$ cat config.mk
export PLATFORM = sky130hd
export DESIGN_NAME = dual_channel_percent_pwm_core_flat
export DESIGN_NICKNAME = d
export VERILOG_FILES = /design/src/rtl/dcpp_pkg.sv /design/src/rtl/dcpp_cmd_if.sv /design/src/rtl/dcpp_res_if.sv /design/src/rtl/dcpp_cfg.sv /design/src/rtl/dcpp_core.sv /design/src/rtl/dcpp_out_buf.sv /design/src/rtl/dual_channel_percent_pwm_core.sv /design/src/flat_wrapper.sv
export SDC_FILE = /design/constraint.sdc
export NUM_CORES = 1
export LEC_CHECK = 0
export ABC_AREA = 1
export ABC_CLOCK_PERIOD_IN_PS = 8500
export BUFFER_PORTS_ARGS = -buffer_cell sky130_fd_sc_hd__buf_2
export CORE_MARGIN = 3
export CORE_UTILIZATION = 51
export DETAILED_ROUTE_END_ITERATION = 6
export PLACE_DENSITY_LB_ADDON = 0.05
export SLEW_MARGIN = 20
export SYNTH_ARGS = -nofsm -noshare
export SYNTH_HDL_FRONTEND = slang
export SYNTH_SLANG_ARGS = --single-unit
$ cat constraint.sdc
create_clock -name clk -period 8.5 [get_ports clk]
set_clock_uncertainty 0.15 [all_clocks]
set_input_delay 0.85 -clock clk [delete_from_list [all_inputs] [get_ports clk]]
set_output_delay 0.85 -clock clk [all_outputs]
set_load 0.02 [all_outputs]
$ cat src/rtl/dcpp_pkg.sv
package dcpp_pkg;

  localparam int TICKS_PER_US    = 60;
  localparam int US_PER_MS       = 1000;
  localparam int PCT_MAX         = 100;
  localparam int MS_MIN          = 1;
  localparam int MS_MAX          = 100;
  localparam int PERIOD_MS_RESET = 20;

  localparam int MODE_W  = 2;
  localparam int PCT_W   = 8;
  localparam int PCTS_W  = 7;
  localparam int MS_W    = 7;
  localparam int CNT_W   = 23;
  localparam int STEP_W  = 16;
  localparam int ADDR_W  = 3;
  localparam int DATA_W  = 32;

  localparam logic [MODE_W-1:0] MODE_TICK  = 2'd0;
  localparam logic [MODE_W-1:0] MODE_LEFT  = 2'd1;
  localparam logic [MODE_W-1:0] MODE_RIGHT = 2'd2;

  localparam logic REG_PERIOD_MS = 1'b0;

  // counts per millisecond and per percent of a millisecond
  localparam logic [CNT_W-1:0]  COUNT_PER_MS = CNT_W'(TICKS_PER_US * US_PER_MS);
  localparam logic [STEP_W-1:0] STEP_PER_MS  = STEP_W'(TICKS_PER_US * US_PER_MS / PCT_MAX);

  localparam logic [MS_W-1:0]   MS_RESET    = MS_W'(PERIOD_MS_RESET);
  localparam logic [CNT_W-1:0]  COUNT_RESET =
    CNT_W'(TICKS_PER_US * US_PER_MS * PERIOD_MS_RESET);
  localparam logic [STEP_W-1:0] STEP_RESET  =
    STEP_W'(TICKS_PER_US * US_PER_MS / PCT_MAX * PERIOD_MS_RESET);

  typedef struct packed {
    logic [CNT_W-1:0]  count;
    logic [STEP_W-1:0] step;
  } cfg_t;

  typedef struct packed {
    logic             left_on;
    logic             right_on;
    logic [CNT_W-1:0] count_now;
    logic             period_start;
  } res_t;

endpackage

$ cat src/rtl/dcpp_cmd_if.sv
interface dcpp_cmd_if;
  logic                          valid;
  logic                          ready;
  logic [dcpp_pkg::MODE_W-1:0]   mode;
  logic [dcpp_pkg::PCT_W-1:0]    duty_percent;

  modport source(output valid, output mode, output duty_percent, input ready);
  modport sink(input valid, input mode, input duty_percent, output ready);
endinterface

$ cat src/rtl/dcpp_res_if.sv
interface dcpp_res_if;
  logic                          valid;
  logic                          ready;
  logic                          left_on;
  logic                          right_on;
  logic [dcpp_pkg::CNT_W-1:0]    count_now;
  logic                          period_start;

  modport source(output valid, output left_on, output right_on, output count_now,
                 output period_start, input ready);
  modport sink(input valid, input left_on, input right_on, input count_now,
               input period_start, output ready);
endinterface

$ cat src/rtl/dcpp_cfg.sv
module dcpp_cfg (
  input  logic                          clk,
  input  logic                          rst,
  input  logic                          psel,
  input  logic                          penable,
  input  logic                          pwrite,
  input  logic [dcpp_pkg::ADDR_W-1:0]   paddr,
  input  logic [dcpp_pkg::DATA_W-1:0]   pwdata,
  output logic [dcpp_pkg::DATA_W-1:0]   prdata,
  output logic                          pready,
  output dcpp_pkg::cfg_t                cfg
);

  logic [dcpp_pkg::MS_W-1:0] period_ms;
  logic [dcpp_pkg::MS_W-1:0] ms_raw;
  logic [dcpp_pkg::MS_W-1:0] ms_clamped;
  logic                      wr_en;

  assign pready = 1'b1;
  assign wr_en  = psel && penable && pwrite && (paddr[2] == dcpp_pkg::REG_PERIOD_MS);
  assign ms_raw = pwdata[dcpp_pkg::MS_W-1:0];

  always_comb begin
    ms_clamped = ms_raw;
    if (ms_raw < dcpp_pkg::MS_W'(dcpp_pkg::MS_MIN)) begin
      ms_clamped = dcpp_pkg::MS_W'(dcpp_pkg::MS_MIN);
    end else if (ms_raw > dcpp_pkg::MS_W'(dcpp_pkg::MS_MAX)) begin
      ms_clamped = dcpp_pkg::MS_W'(dcpp_pkg::MS_MAX);
    end
  end

  always_ff @(posedge clk) begin
    if (rst) begin
      period_ms  <= dcpp_pkg::MS_RESET;
      cfg.count  <= dcpp_pkg::COUNT_RESET;
      cfg.step   <= dcpp_pkg::STEP_RESET;
    end else if (wr_en) begin
      period_ms  <= ms_raw;
      cfg.count  <= dcpp_pkg::CNT_W'(ms_clamped) * dcpp_pkg::COUNT_PER_MS;
      cfg.step   <= dcpp_pkg::STEP_W'(ms_clamped) * dcpp_pkg::STEP_PER_MS;
    end
  end

  always_comb begin
    prdata = '0;
    if (paddr[2] == dcpp_pkg::REG_PERIOD_MS) begin
      prdata = dcpp_pkg::DATA_W'(period_ms);
    end
  end

endmodule

$ cat src/rtl/dcpp_core.sv
module dcpp_core (
  input  logic              clk,
  input  logic              rst,
  dcpp_cmd_if.sink          cmd,
  input  logic              space,
  input  dcpp_pkg::cfg_t    cfg,
  output logic              push,
  output dcpp_pkg::res_t    res
);

  logic [dcpp_pkg::CNT_W-1:0]  period_counter;
  logic [dcpp_pkg::CNT_W-1:0]  left_shadow;
  logic [dcpp_pkg::CNT_W-1:0]  right_shadow;
  logic [dcpp_pkg::CNT_W-1:0]  left_active;
  logic [dcpp_pkg::CNT_W-1:0]  right_active;

  logic [dcpp_pkg::CNT_W-1:0]  period_counter_next;
  logic [dcpp_pkg::CNT_W-1:0]  left_active_next;
  logic [dcpp_pkg::CNT_W-1:0]  right_active_next;
  logic [dcpp_pkg::PCTS_W-1:0] pct_sat;
  logic [dcpp_pkg::CNT_W-1:0]  match;
  logic                        wrap;
  logic                        accept;

  assign cmd.ready = space;
  assign accept    = cmd.valid && space;

  assign pct_sat = (cmd.duty_percent >= dcpp_pkg::PCT_W'(dcpp_pkg::PCT_MAX)) ?
                   dcpp_pkg::PCTS_W'(dcpp_pkg::PCT_MAX) :
                   cmd.duty_percent[dcpp_pkg::PCTS_W-1:0];

  // step * 100 equals the period count, so full duty is count + 1
  always_comb begin
    if (cmd.duty_percent >= dcpp_pkg::PCT_W'(dcpp_pkg::PCT_MAX)) begin
      match = cfg.count + dcpp_pkg::CNT_W'(1);
    end else begin
      match = dcpp_pkg::CNT_W'(cfg.step) * dcpp_pkg::CNT_W'(pct_sat);
    end
  end

  assign wrap = (cmd.mode == dcpp_pkg::MODE_TICK) && (period_counter >= cfg.count);

  always_comb begin
    period_counter_next = period_counter;
    left_active_next    = left_active;
    right_active_next   = right_active;
    if (cmd.mode == dcpp_pkg::MODE_TICK) begin
      if (wrap) begin
        period_counter_next = '0;
        left_active_next    = left_shadow;
        right_active_next   = right_shadow;
      end else begin
        period_counter_next = period_counter + dcpp_pkg::CNT_W'(1);
      end
    end
  end

  always_ff @(posedge clk) begin
    if (rst) begin
      period_counter <= '0;
      left_shadow    <= '0;
      right_shadow   <= '0;
      left_active    <= '0;
      right_active   <= '0;
      push           <= 1'b0;
    end else begin
      push <= accept;
      if (accept) begin
        period_counter <= period_counter_next;
        left_active    <= left_active_next;
        right_active   <= right_active_next;
        unique case (cmd.mode)
          dcpp_pkg::MODE_LEFT:  left_shadow  <= match;
          dcpp_pkg::MODE_RIGHT: right_shadow <= match;
          default: ;
        endcase
      end
    end
  end

  always_ff @(posedge clk) begin
    if (accept) begin
      res.left_on      <= period_counter_next < left_active_next;
      res.right_on     <= period_counter_next < right_active_next;
      res.count_now    <= period_counter_next;
      res.period_start <= wrap;
    end
  end

endmodule

$ cat src/rtl/dcpp_out_buf.sv
module dcpp_out_buf (
  input  logic              clk,
  input  logic              rst,
  input  logic              push,
  input  dcpp_pkg::res_t    wdata,
  output logic              space,
  dcpp_res_if.source        res
);

  // two entries: one word in flight from the core plus one waiting at the port
  dcpp_pkg::res_t entry [2];
  logic           wr_ptr;
  logic           rd_ptr;
  logic [1:0]     fill;
  logic [1:0]     fill_next;
  logic           pop;
  dcpp_pkg::res_t head;

  assign pop   = res.valid && res.ready;
  // the core registers one word before pushing it, so reserve room for it
  assign space = (fill == 2'd0) || ((fill == 2'd1) && !push) || 
                 ((fill == 2'd1) && pop) || ((fill == 2'd2) && pop && !push);

  always_comb begin
    fill_next = fill;
    if (push && !pop) begin
      fill_next = fill + 2'd1;
    end else if (pop && !push) begin
      fill_next = fill - 2'd1;
    end
  end

  always_ff @(posedge clk) begin
    if (rst) begin
      wr_ptr <= 1'b0;
      rd_ptr <= 1'b0;
      fill   <= 2'd0;
    end else begin
      fill <= fill_next;
      if (push) begin
        wr_ptr <= !wr_ptr;
      end
      if (pop) begin
        rd_ptr <= !rd_ptr;
      end
    end
  end

  always_ff @(posedge clk) begin
    if (push) begin
      entry[wr_ptr] <= wdata;
    end
  end

  assign head             = entry[rd_ptr];
  assign res.valid        = fill != 2'd0;
  assign res.left_on      = head.left_on;
  assign res.right_on     = head.right_on;
  assign res.count_now    = head.count_now;
  assign res.period_start = head.period_start;

endmodule

$ cat src/rtl/dual_channel_percent_pwm_core.sv
// channel  dir  payload                                         ready
// cmd      in   mode[1:0], duty_percent[7:0]                    high while result queue has room
// res      out  left_on, right_on, count_now[22:0], period_start valid while queue holds a word
// apb      in   period_ms at byte address 0                     pready always high
//
// One word per cycle while cmd is ready; each result is registered in the core, then queued.
// Tick, duty scaling and level compare are done in the cycle the word is taken.
// A two-entry result queue decouples the sides: cmd stays ready while res stalls,
// until both entries are held or one is held and another word is on its way in.
// rst is synchronous: counter and match registers clear, period_ms returns to 20.
module dual_channel_percent_pwm_core (
  input  logic                          clk,
  input  logic                          rst,
  input  logic                          psel,
  input  logic                          penable,
  input  logic                          pwrite,
  input  logic [dcpp_pkg::ADDR_W-1:0]   paddr,
  input  logic [dcpp_pkg::DATA_W-1:0]   pwdata,
  output logic [dcpp_pkg::DATA_W-1:0]   prdata,
  output logic                          pready,
  dcpp_cmd_if.sink                      cmd,
  dcpp_res_if.source                    res
);

  dcpp_pkg::cfg_t cfg;
  dcpp_pkg::res_t core_res;
  logic           push;
  logic           space;

  dcpp_cfg u_cfg (
    .clk     (clk),
    .rst     (rst),
    .psel    (psel),
    .penable (penable),
    .pwrite  (pwrite),
    .paddr   (paddr),
    .pwdata  (pwdata),
    .prdata  (prdata),
    .pready  (pready),
    .cfg     (cfg)
  );

  dcpp_core u_core (
    .clk   (clk),
    .rst   (rst),
    .cmd   (cmd),
    .space (space),
    .cfg   (cfg),
    .push  (push),
    .res   (core_res)
  );

  dcpp_out_buf u_out_buf (
    .clk   (clk),
    .rst   (rst),
    .push  (push),
    .wdata (core_res),
    .space (space),
    .res   (res)
  );

endmodule
$ cat src/flat_wrapper.sv
// flat-port wrapper written by rule: the top's interface ports become plain ports
module dual_channel_percent_pwm_core_flat 
  (clk, rst, psel, penable, pwrite, paddr, pwdata, prdata, pready, cmd_valid, cmd_mode, cmd_duty_percent, cmd_ready, res_valid, res_left_on, res_right_on, res_count_now, res_period_start, res_ready);
  dcpp_cmd_if cmd_i ();
  dcpp_res_if res_i ();
  input  logic clk;
  input  logic rst;
  input  logic psel;
  input  logic penable;
  input  logic pwrite;
  input  logic [dcpp_pkg::ADDR_W-1:0] paddr;
  input  logic [dcpp_pkg::DATA_W-1:0] pwdata;
  output logic [dcpp_pkg::DATA_W-1:0] prdata;
  output logic pready;
  input wire logic [$bits(cmd_i.valid)-1:0] cmd_valid;
  input wire logic [$bits(cmd_i.mode)-1:0] cmd_mode;
  input wire logic [$bits(cmd_i.duty_percent)-1:0] cmd_duty_percent;
  output wire logic [$bits(cmd_i.ready)-1:0] cmd_ready;
  output wire logic [$bits(res_i.valid)-1:0] res_valid;
  output wire logic [$bits(res_i.left_on)-1:0] res_left_on;
  output wire logic [$bits(res_i.right_on)-1:0] res_right_on;
  output wire logic [$bits(res_i.count_now)-1:0] res_count_now;
  output wire logic [$bits(res_i.period_start)-1:0] res_period_start;
  input wire logic [$bits(res_i.ready)-1:0] res_ready;
  assign cmd_i.valid = cmd_valid;
  assign cmd_i.mode = cmd_mode;
  assign cmd_i.duty_percent = cmd_duty_percent;
  assign cmd_ready = cmd_i.ready;
  assign res_valid = res_i.valid;
  assign res_left_on = res_i.left_on;
  assign res_right_on = res_i.right_on;
  assign res_count_now = res_i.count_now;
  assign res_period_start = res_i.period_start;
  assign res_i.ready = res_ready;
  dual_channel_percent_pwm_core u_core (.clk(clk), .rst(rst), .psel(psel), .penable(penable), .pwrite(pwrite), .paddr(paddr), .pwdata(pwdata), .prdata(prdata), .pready(pready), .cmd(cmd_i), .res(res_i));
endmodule
==> results of run 1 <==
==> final timing paths <==
path / end / depth (start not counted) / slack (ns) / from
worst max-delay path: u_core.u_core.right_shadow[22] / 28 / 1.99 / cmd_duty_percent[4]
worst min-delay path: u_core.u_out_buf.entry[1][17] / 0 / 0.28 / u_core.u_core.res[17]
worst max register to register: u_core.u_core.right_shadow[22] / 20 / 3.24 / u_core.u_cfg.cfg[5]
worst min register to register: u_core.u_out_buf.entry[1][17] / 0 / 0.28 / u_core.u_core.res[17]
==> power groups by stage <==
stage | clock [mW] | sequential [mW] | combinational [mW]
final | 1.22 | 1.49 | 2.25
after global routing | 1.29 | 1.52 | 2.59
after CTS | 1.25 | 1.49 | 2.27
after detailed placement | 0 | 1.52 | 2.26
after global placement | 0 | 1.51 | 2.22
after floorplan | 0 | 1.47 | 1.70
==> stage by stage <==
stage | cell area [um^2] | utilization (%)
after floorplan | 16600 | -
after global placement | 17000 | 53.5
after detailed placement | 17000 | 53.5
after CTS | 17900 | 56.5
after global routing | 17900 | 56.5
final | 17900 | 56.5
==> area by class of cell <==
cell class / instances / area, um^2 / area share, %
multi-input cells: 1334 / 9250 / 51.6
clock inverters: 18 / 238 / 1.33
repair buffers: 73 / 400 / 2.23
flip-flops and latches: 230 / 5390 / 30.1
clock buffers: 32 / 704 / 3.93
inverters: 384 / 1440 / 8.04
well taps: 402 / 503 / 2.81
==> worst register-to-register path, cell delays in order (launching register included) <==
cell and delay, ns:
dfxtp_1 0.37, inv_1 0.42, nor2_1 0.15, fa_1 0.52, fa_1 0.53, fa_1 0.55
inv_1 0.05, fa_1 0.52, inv_1 0.04, ha_1 0.35, a21o_1 0.22, a21oi_1 0.18
nand2_1 0.07, nand2_1 0.06, nand3_1 0.12, nand3_1 0.10, inv_1 0.04, o21ai_0 0.30
o21ai_0 0.20, o21bai_1 0.16, inv_1 0.05
==> placed cells by master, fill, tap and decap left out, types with 5 or more instances in the layout <==
cell type / n
nor3_1: 8
ha_1: 181
buf_2: 59
a21o_1: 8
o21bai_1: 24
a211oi_1: 6
xor2_1: 26
edfxtp_1: 78
a31oi_1: 10
inv_2: 12
or2_2: 11
nor2_1: 137
nor4_1: 9
o21ai_1: 23
clkbuf_16: 27
nand2_1: 292
buf_4: 14
fa_1: 75
xnor2_1: 6
conb_1: 26
bufinv_16: 5
clkinv_1: 5
nor3_2: 5
mux2_2: 26
a21oi_1: 155
nand4_1: 14
o211ai_1: 29
nor2_2: 6
o21ai_0: 164
nand3_1: 62
dfxtp_1: 151
inv_1: 370
==> layer usage <==
layer	global-route usage (%)	routed length, um	vias to the layer above
met4	6.32	1100	0
li1	-	-	6600
met1	29.1	17200	6031
met3	3.22	1760	64
met2	40.2	18900	263
met5	0	0	-
==> registers in the layout, indices dropped and copies added, names as in the netlist, named ones only <==
| register | count |
|---|---|
| u_core.u_out_buf.entry | 52 |
| u_core.u_cfg.cfg | 28 |
| u_core.u_core.res | 26 |
| u_core.u_core.left_active | 23 |
| u_core.u_core.period_counter | 23 |
| u_core.u_core.right_active | 23 |
| u_core.u_core.left_shadow | 21 |
| u_core.u_core.right_shadow | 21 |
| u_core.u_cfg.period_ms | 7 |
| u_core.u_out_buf.fill | 2 |
| u_core.u_core.push | 1 |
| u_core.u_out_buf.rd_ptr | 1 |
| u_core.u_out_buf.wr_ptr | 1 |
==> cell families (layout without fill, tap and decap cells) <==
logic type	count (synthesis)	after routing
adders and majority gates	256	256
buffers and inverters	482	507
DFF	230	230
muxes	26	26
other	2	26
AOI/OAI and AO/OA	439	439
xor gates and xnor gates	32	32
and+or+nand+nor	555	555
==> flow_summary.toml, run 1 <==
[clock_network]
tritoncts = "done"
clk_pin_slew_ns = 0.06
clkLatencyLatePin_ns = 0.53
cts.repair.resized = 0
clkSinkCount = 230
clockBufferDepth = 3
numCtsBuffers = 27
postCtsHoldBufs = 0
post-cts-setup-buffers = 0
clockRootBuffer = "clkbuf_16"
h-tree-depth = 1

[synth]
ys_seq_area_share_pct = 32.7
synth_most_common_cell = "inv_1"
synth_compound_area_share_pct = 14.9
avgSynthCellArea_um2 = 8.15
synth_area_leaders = "dfxtp_1, edfxtp_1, ha_1"
ys_async_sr_fraction_pct = 0
synth_ff_type = "dfxtp_1"
synth_top_area_share_pct = 18.5
ys_ff_latch = 230
synth_top_family_by_area = "adder cells"
synth.top_cells.by_count = "inv_1, nand2_1, ha_1"
ys_types = 54
synth-simple-area-share_pct = 14.1
synthMuxAreaShare_pct = 1.78
syn_inst = 2022
synthXorXnorAreaFrac_pct = 1.70
ys_warn_count = 0
synth_edf_count = 78
syn_area_um2 = 16500
synth_top_area_cell = "dfxtp_1"
synthAdderAreaFrac_pct = 22.8

[drt]
viasPerCell = 5.24
firstDrtPassIters = 5
via_count = 13000
routed_wl_um = 39000
postRouteAntennaNets = 0
drc_errors = 0
wl_per_cell_um = 15.8
first_iter_violations = 730

[power]
p_clk_share_pct = 24.5
p_int_mw = 2.93
p_per_area_nw_per_um2 = 277
p_seq_share_pct = 30.1
pwr-share-comb_pct = 45.4
peakVddDrop_mv = 0.181
switching_share_pct = 40.9
leakagePower_nw = 8.94
switchingPower_mw = 2.03
power_mw = 4.96

[critical_path]
worst-path-buf-inv = 10
arrival_ns = 6.78
cp_common_cell = "inv_1"
worstPathRequired_ns = 8.77
cpMaxStageDelayCell = "fa_1"
critical_path_class = "in2reg"
critPathMaxStageDelay_ns = 0.53
setup.worst_path.end_class = "flop"
path_max_fanout = 31
worstSetupStartpointType = "input port"
path_delay_family = "adder cells"

[timing]
finalWorstSetupSlack_ns = 1.99
tightest_slew_ns = 1.09
hold_viol = 0
rsz0062_at_grt = "no"
tns_ns = 0
fin_crit_sh_pct = 76.5
whs_ns = 0.282
max_freq_mhz = 154
setup_viol = 0
slew_headroom_pct = 27.3
period_minus_slack_ns = 6.51
finalMaxSlewViolations = 0

[floorplanning]
die_w_um = 186
start_util_pct = 52.0
io-pin-count = 113
core_um2 = 31700
die_h_um = 186
die_area_um2 = 34500
fp-row-count = 65

[status]
status = "finished, final reports clean"

[layout]
finalNonFillerCells = 2473
fill_cells = 3007
area_delta_synth_final_pct = 8.67
drive_above_1_share_pct = 9.03
nets = 2358
num_antenna_cells = 0

[job]
maxCapViolCount = 0

[global_route]
grt_pass1_wl_um = 63100
grt_usage_pct = 22.7
grt_max_degree = 112
grt_pass1_vias = 12400
overflow = 0
antenna_found_initial = 0

[placed_design]
dpl.cell_count = 2423
io_buffers = 59
dp_slack_ns = 1.49
routabilityCongestion = 0.886
place_hpwl_um = 29600

[min_path]
hp-class = "reg2reg"
No activity file was read; power rests on OpenSTA's default activity.
==> run 2, diff against run 1 <==
- ABC_AREA: 1 -> 0
- ABC_CLOCK_PERIOD_IN_PS: 8500 -> 5380
- clock period: 8.5 -> 5.38 ns (I/O delays scaled with it)
==> run 2 against run 1 <==
  * Core utilization increased by 3.7 points
  * Critical path type unchanged
  * Clock-buffer cell count is 1 higher
  * Wire length increased by 1.4%
  * Worst setup slack worse by 1.9 ns
  * Final area grew 4.1%
  * Cell count decreased by 9.3%
  * Sequential power up 43%
  * Critical path depth shrank 8
==> flow_summary.toml, run 2 <==
[synth]
ys_ff_latch = 230
ys_warn_count = 0
synth_top_area_cell = "dfxtp_1"
synth_area_leaders = "dfxtp_1, edfxtp_1, ha_1"
ys_types = 74
syn_area_um2 = 16300
synth_ff_type = "dfxtp_1"
synth_most_common_cell = "ha_1"
syn_inst = 1713
ys_async_sr_fraction_pct = 0
synth_top_area_share_pct = 18.7
synth.top_cells.by_count = "ha_1, nor2_1, dfxtp_1, inv_1, nand2_1"
ys_seq_area_share_pct = 33.1
synth_edf_count = 78
avgSynthCellArea_um2 = 9.50

[layout]
regMostFlops = "u_core.u_out_buf.entry"
final_common_cell = "ha_1"
nets = 2137
largest_reg_flops = 52
multiInputGateArea_um2 = 10200
ff_latch_area_um2 = 5390
fill_cells = 2720
top_regs = "u_core.u_out_buf.entry (52), u_core.u_cfg.cfg (28), u_core.u_core.res (26)"
drive_above_1_share_pct = 16.2
area_delta_synth_final_pct = 14.6
layout_common_cells = "ha_1, nor2_1, dfxtp_1, inv_1, nand2_1"
finalNonFillerCells = 2243
num_antenna_cells = 0

[global_route]
grt_pass1_vias = 12200
grt_pass1_wl_um = 64200
grt_max_degree = 70
antenna_found_initial = 0
grt_usage_pct = 23.4
overflow = 0

[critical_path]
path_max_fanout = 11
worstPathRequired_ns = 5.60
setup.worst_path.end_class = "flop"
worstSetupStartpointType = "input port"
critical_path_class = "in2reg"
arrival_ns = 5.47

[drt]
via_count = 12300
viasPerCell = 5.49
routed_wl_um = 39500
wl_per_cell_um = 17.6
first_iter_violations = 641
postRouteAntennaNets = 0
firstDrtPassIters = 5
drc_errors = 0

[timing]
max_freq_mhz = 190
fin_crit_sh_pct = 97.7
period_minus_slack_ns = 5.26
hold_viol = 0
tightest_slew_ns = 0.883
setup_viol = 0
finalWorstSetupSlack_ns = 0.123
finalMaxSlewViolations = 0
slew_headroom_pct = 40.8

[clock_network]
clkLatencyLatePin_ns = 0.52
numCtsBuffers = 26
clockRootBuffer = "clkbuf_16"
clkSinkCount = 230
clockBufferDepth = 3
h-tree-depth = 1
clk_pin_slew_ns = 0.06
tritoncts = "done"
postCtsHoldBufs = 0

[placed_design]
place_hpwl_um = 30500
dpl.cell_count = 2188
dp_slack_ns = -0.440
io_buffers = 59
routabilityCongestion = 0.921

[floorplanning]
die_area_um2 = 34100
fp-row-count = 64
die_h_um = 185
die_w_um = 185
start_util_pct = 52.5
io-pin-count = 113
core_um2 = 31000

[power]
leakagePower_nw = 8.53
peakVddDrop_mv = 0.210
p_per_area_nw_per_um2 = 362
power_mw = 6.75

[status]
status = "finished, final reports clean"

[job]
maxCapViolCount = 0

[min_path]
hp-class = "in2reg"
run 2: cell count changes after synthesis, moves of 31 or more:
| cell | previous run | this run |
|---|---|---|
| mux2i_1 | 0 | 93 |
| inv_1 | 371 | 152 |
| nand2_1 | 292 | 130 |
| o21ai_0 | 164 | 51 |
| a21oi_1 | 155 | 88 |
| and3_1 | 1 | 43 |
| a211oi_1 | 6 | 37 |
run 2: power by group:
part | internal [mW] | switching, mW | leakage [nW] | total, mW
sequential | 2.02 | 0.119 | 1.97 | 2.13
clock | 1.10 | 0.704 | 0.436 | 1.80
combinational | 1.22 | 1.59 | 6.12 | 2.82
total | 4.34 | 2.42 | 8.53 | 6.75
run 2: final cells by class:
cell class	count	area share (%)
Clock buffer	33	3.90
Clock inverter	13	0.879
Inverter	153	3.08
Multi-Input combinational cell	1255	54.4
Sequential cell	230	28.9
Tap cell	396	2.66
Timing Repair Buffer	163	6.19
run 2: cells by family (layout without fill, tap and decap cells):
| kind of cell | Yosys count | count (layout) | share of synthesized area, % |
|---|---|---|---|
| AND/OR/NAND/NOR | 520 | 520 | 15.4 |
| AO/OA/AOI/OAI | 274 | 274 | 10.8 |
| adder cells (fa/ha/maj) | 256 | 256 | 23.1 |
| buffers and inverters | 252 | 362 | 6.75 |
| flip-flops | 230 | 230 | 33.1 |
| multiplexers | 120 | 120 | 7.59 |
| XOR/XNOR | 59 | 59 | 3.17 |
| other | 2 | 26 | 0.0461 |
run 2: repair_timing:
item | CTS | global route
buffers inserted | 0 | 7
resized for setup | 0 | 27
endpoints found under the setup margin | 0 | 18
endpoints found under the hold margin | 0 | 0
run 2: metrics by stage:
step | instance area, um^2 | utilization (%) | TNS [ns] | hold slack, ns
finish | 18700 | 60.2 | 0 | 0.124
floorplan | 16500 | - | -0.623 | 0.271
detailed placement | 17500 | 56.6 | -7.63 | 0.282
global route | 18700 | 60.2 | -0.0845 | 0.143
CTS | 18400 | 59.4 | 0 | 0.110
global placement | 17500 | 56.6 | -6.27 | 0.272
run 2: path summary, 6_finish.rpt:
check | slack (ns) | cells past startpoint | from | end
setup / recovery | 0.12 | 20 | cmd_duty_percent[2] | u_core.u_core.right_shadow[22]
setup reg to reg | 0.45 | 17 | u_core.u_cfg.cfg[4] | u_core.u_core.right_shadow[22]
hold / removal | 0.12 | 3 | pwdata[4] | u_core.u_cfg.period_ms[4]
hold reg to reg | 0.29 | 0 | u_core.u_core.res[20] | u_core.u_out_buf.entry[0][20]
run 2: critical path: stages:
cell and delay, ns:
buf_2 0.12, o311ai_4 0.28, nor2b_4 0.29, buf_6 0.13
clkbuf_16 0.14, and3_4 0.19, fa_1 0.42, fa_1 0.51
fa_1 0.49, inv_1 0.05, fa_1 0.51, inv_2 0.05
ha_4 0.15, or4_4 0.54, o21ai_4 0.10, a2111o_1 0.17
a31oi_2 0.10, or4_1 0.49, nand4_1 0.12, o22ai_1 0.08
run 2: metal layers:
layer / GRT usage [%] / share of wire (%)
met1: 31.1 / 45
met2: 40.2 / 48
met3: 2.51 / 3.8
met4: 7.14 / 3.3
met5: 0 / 0
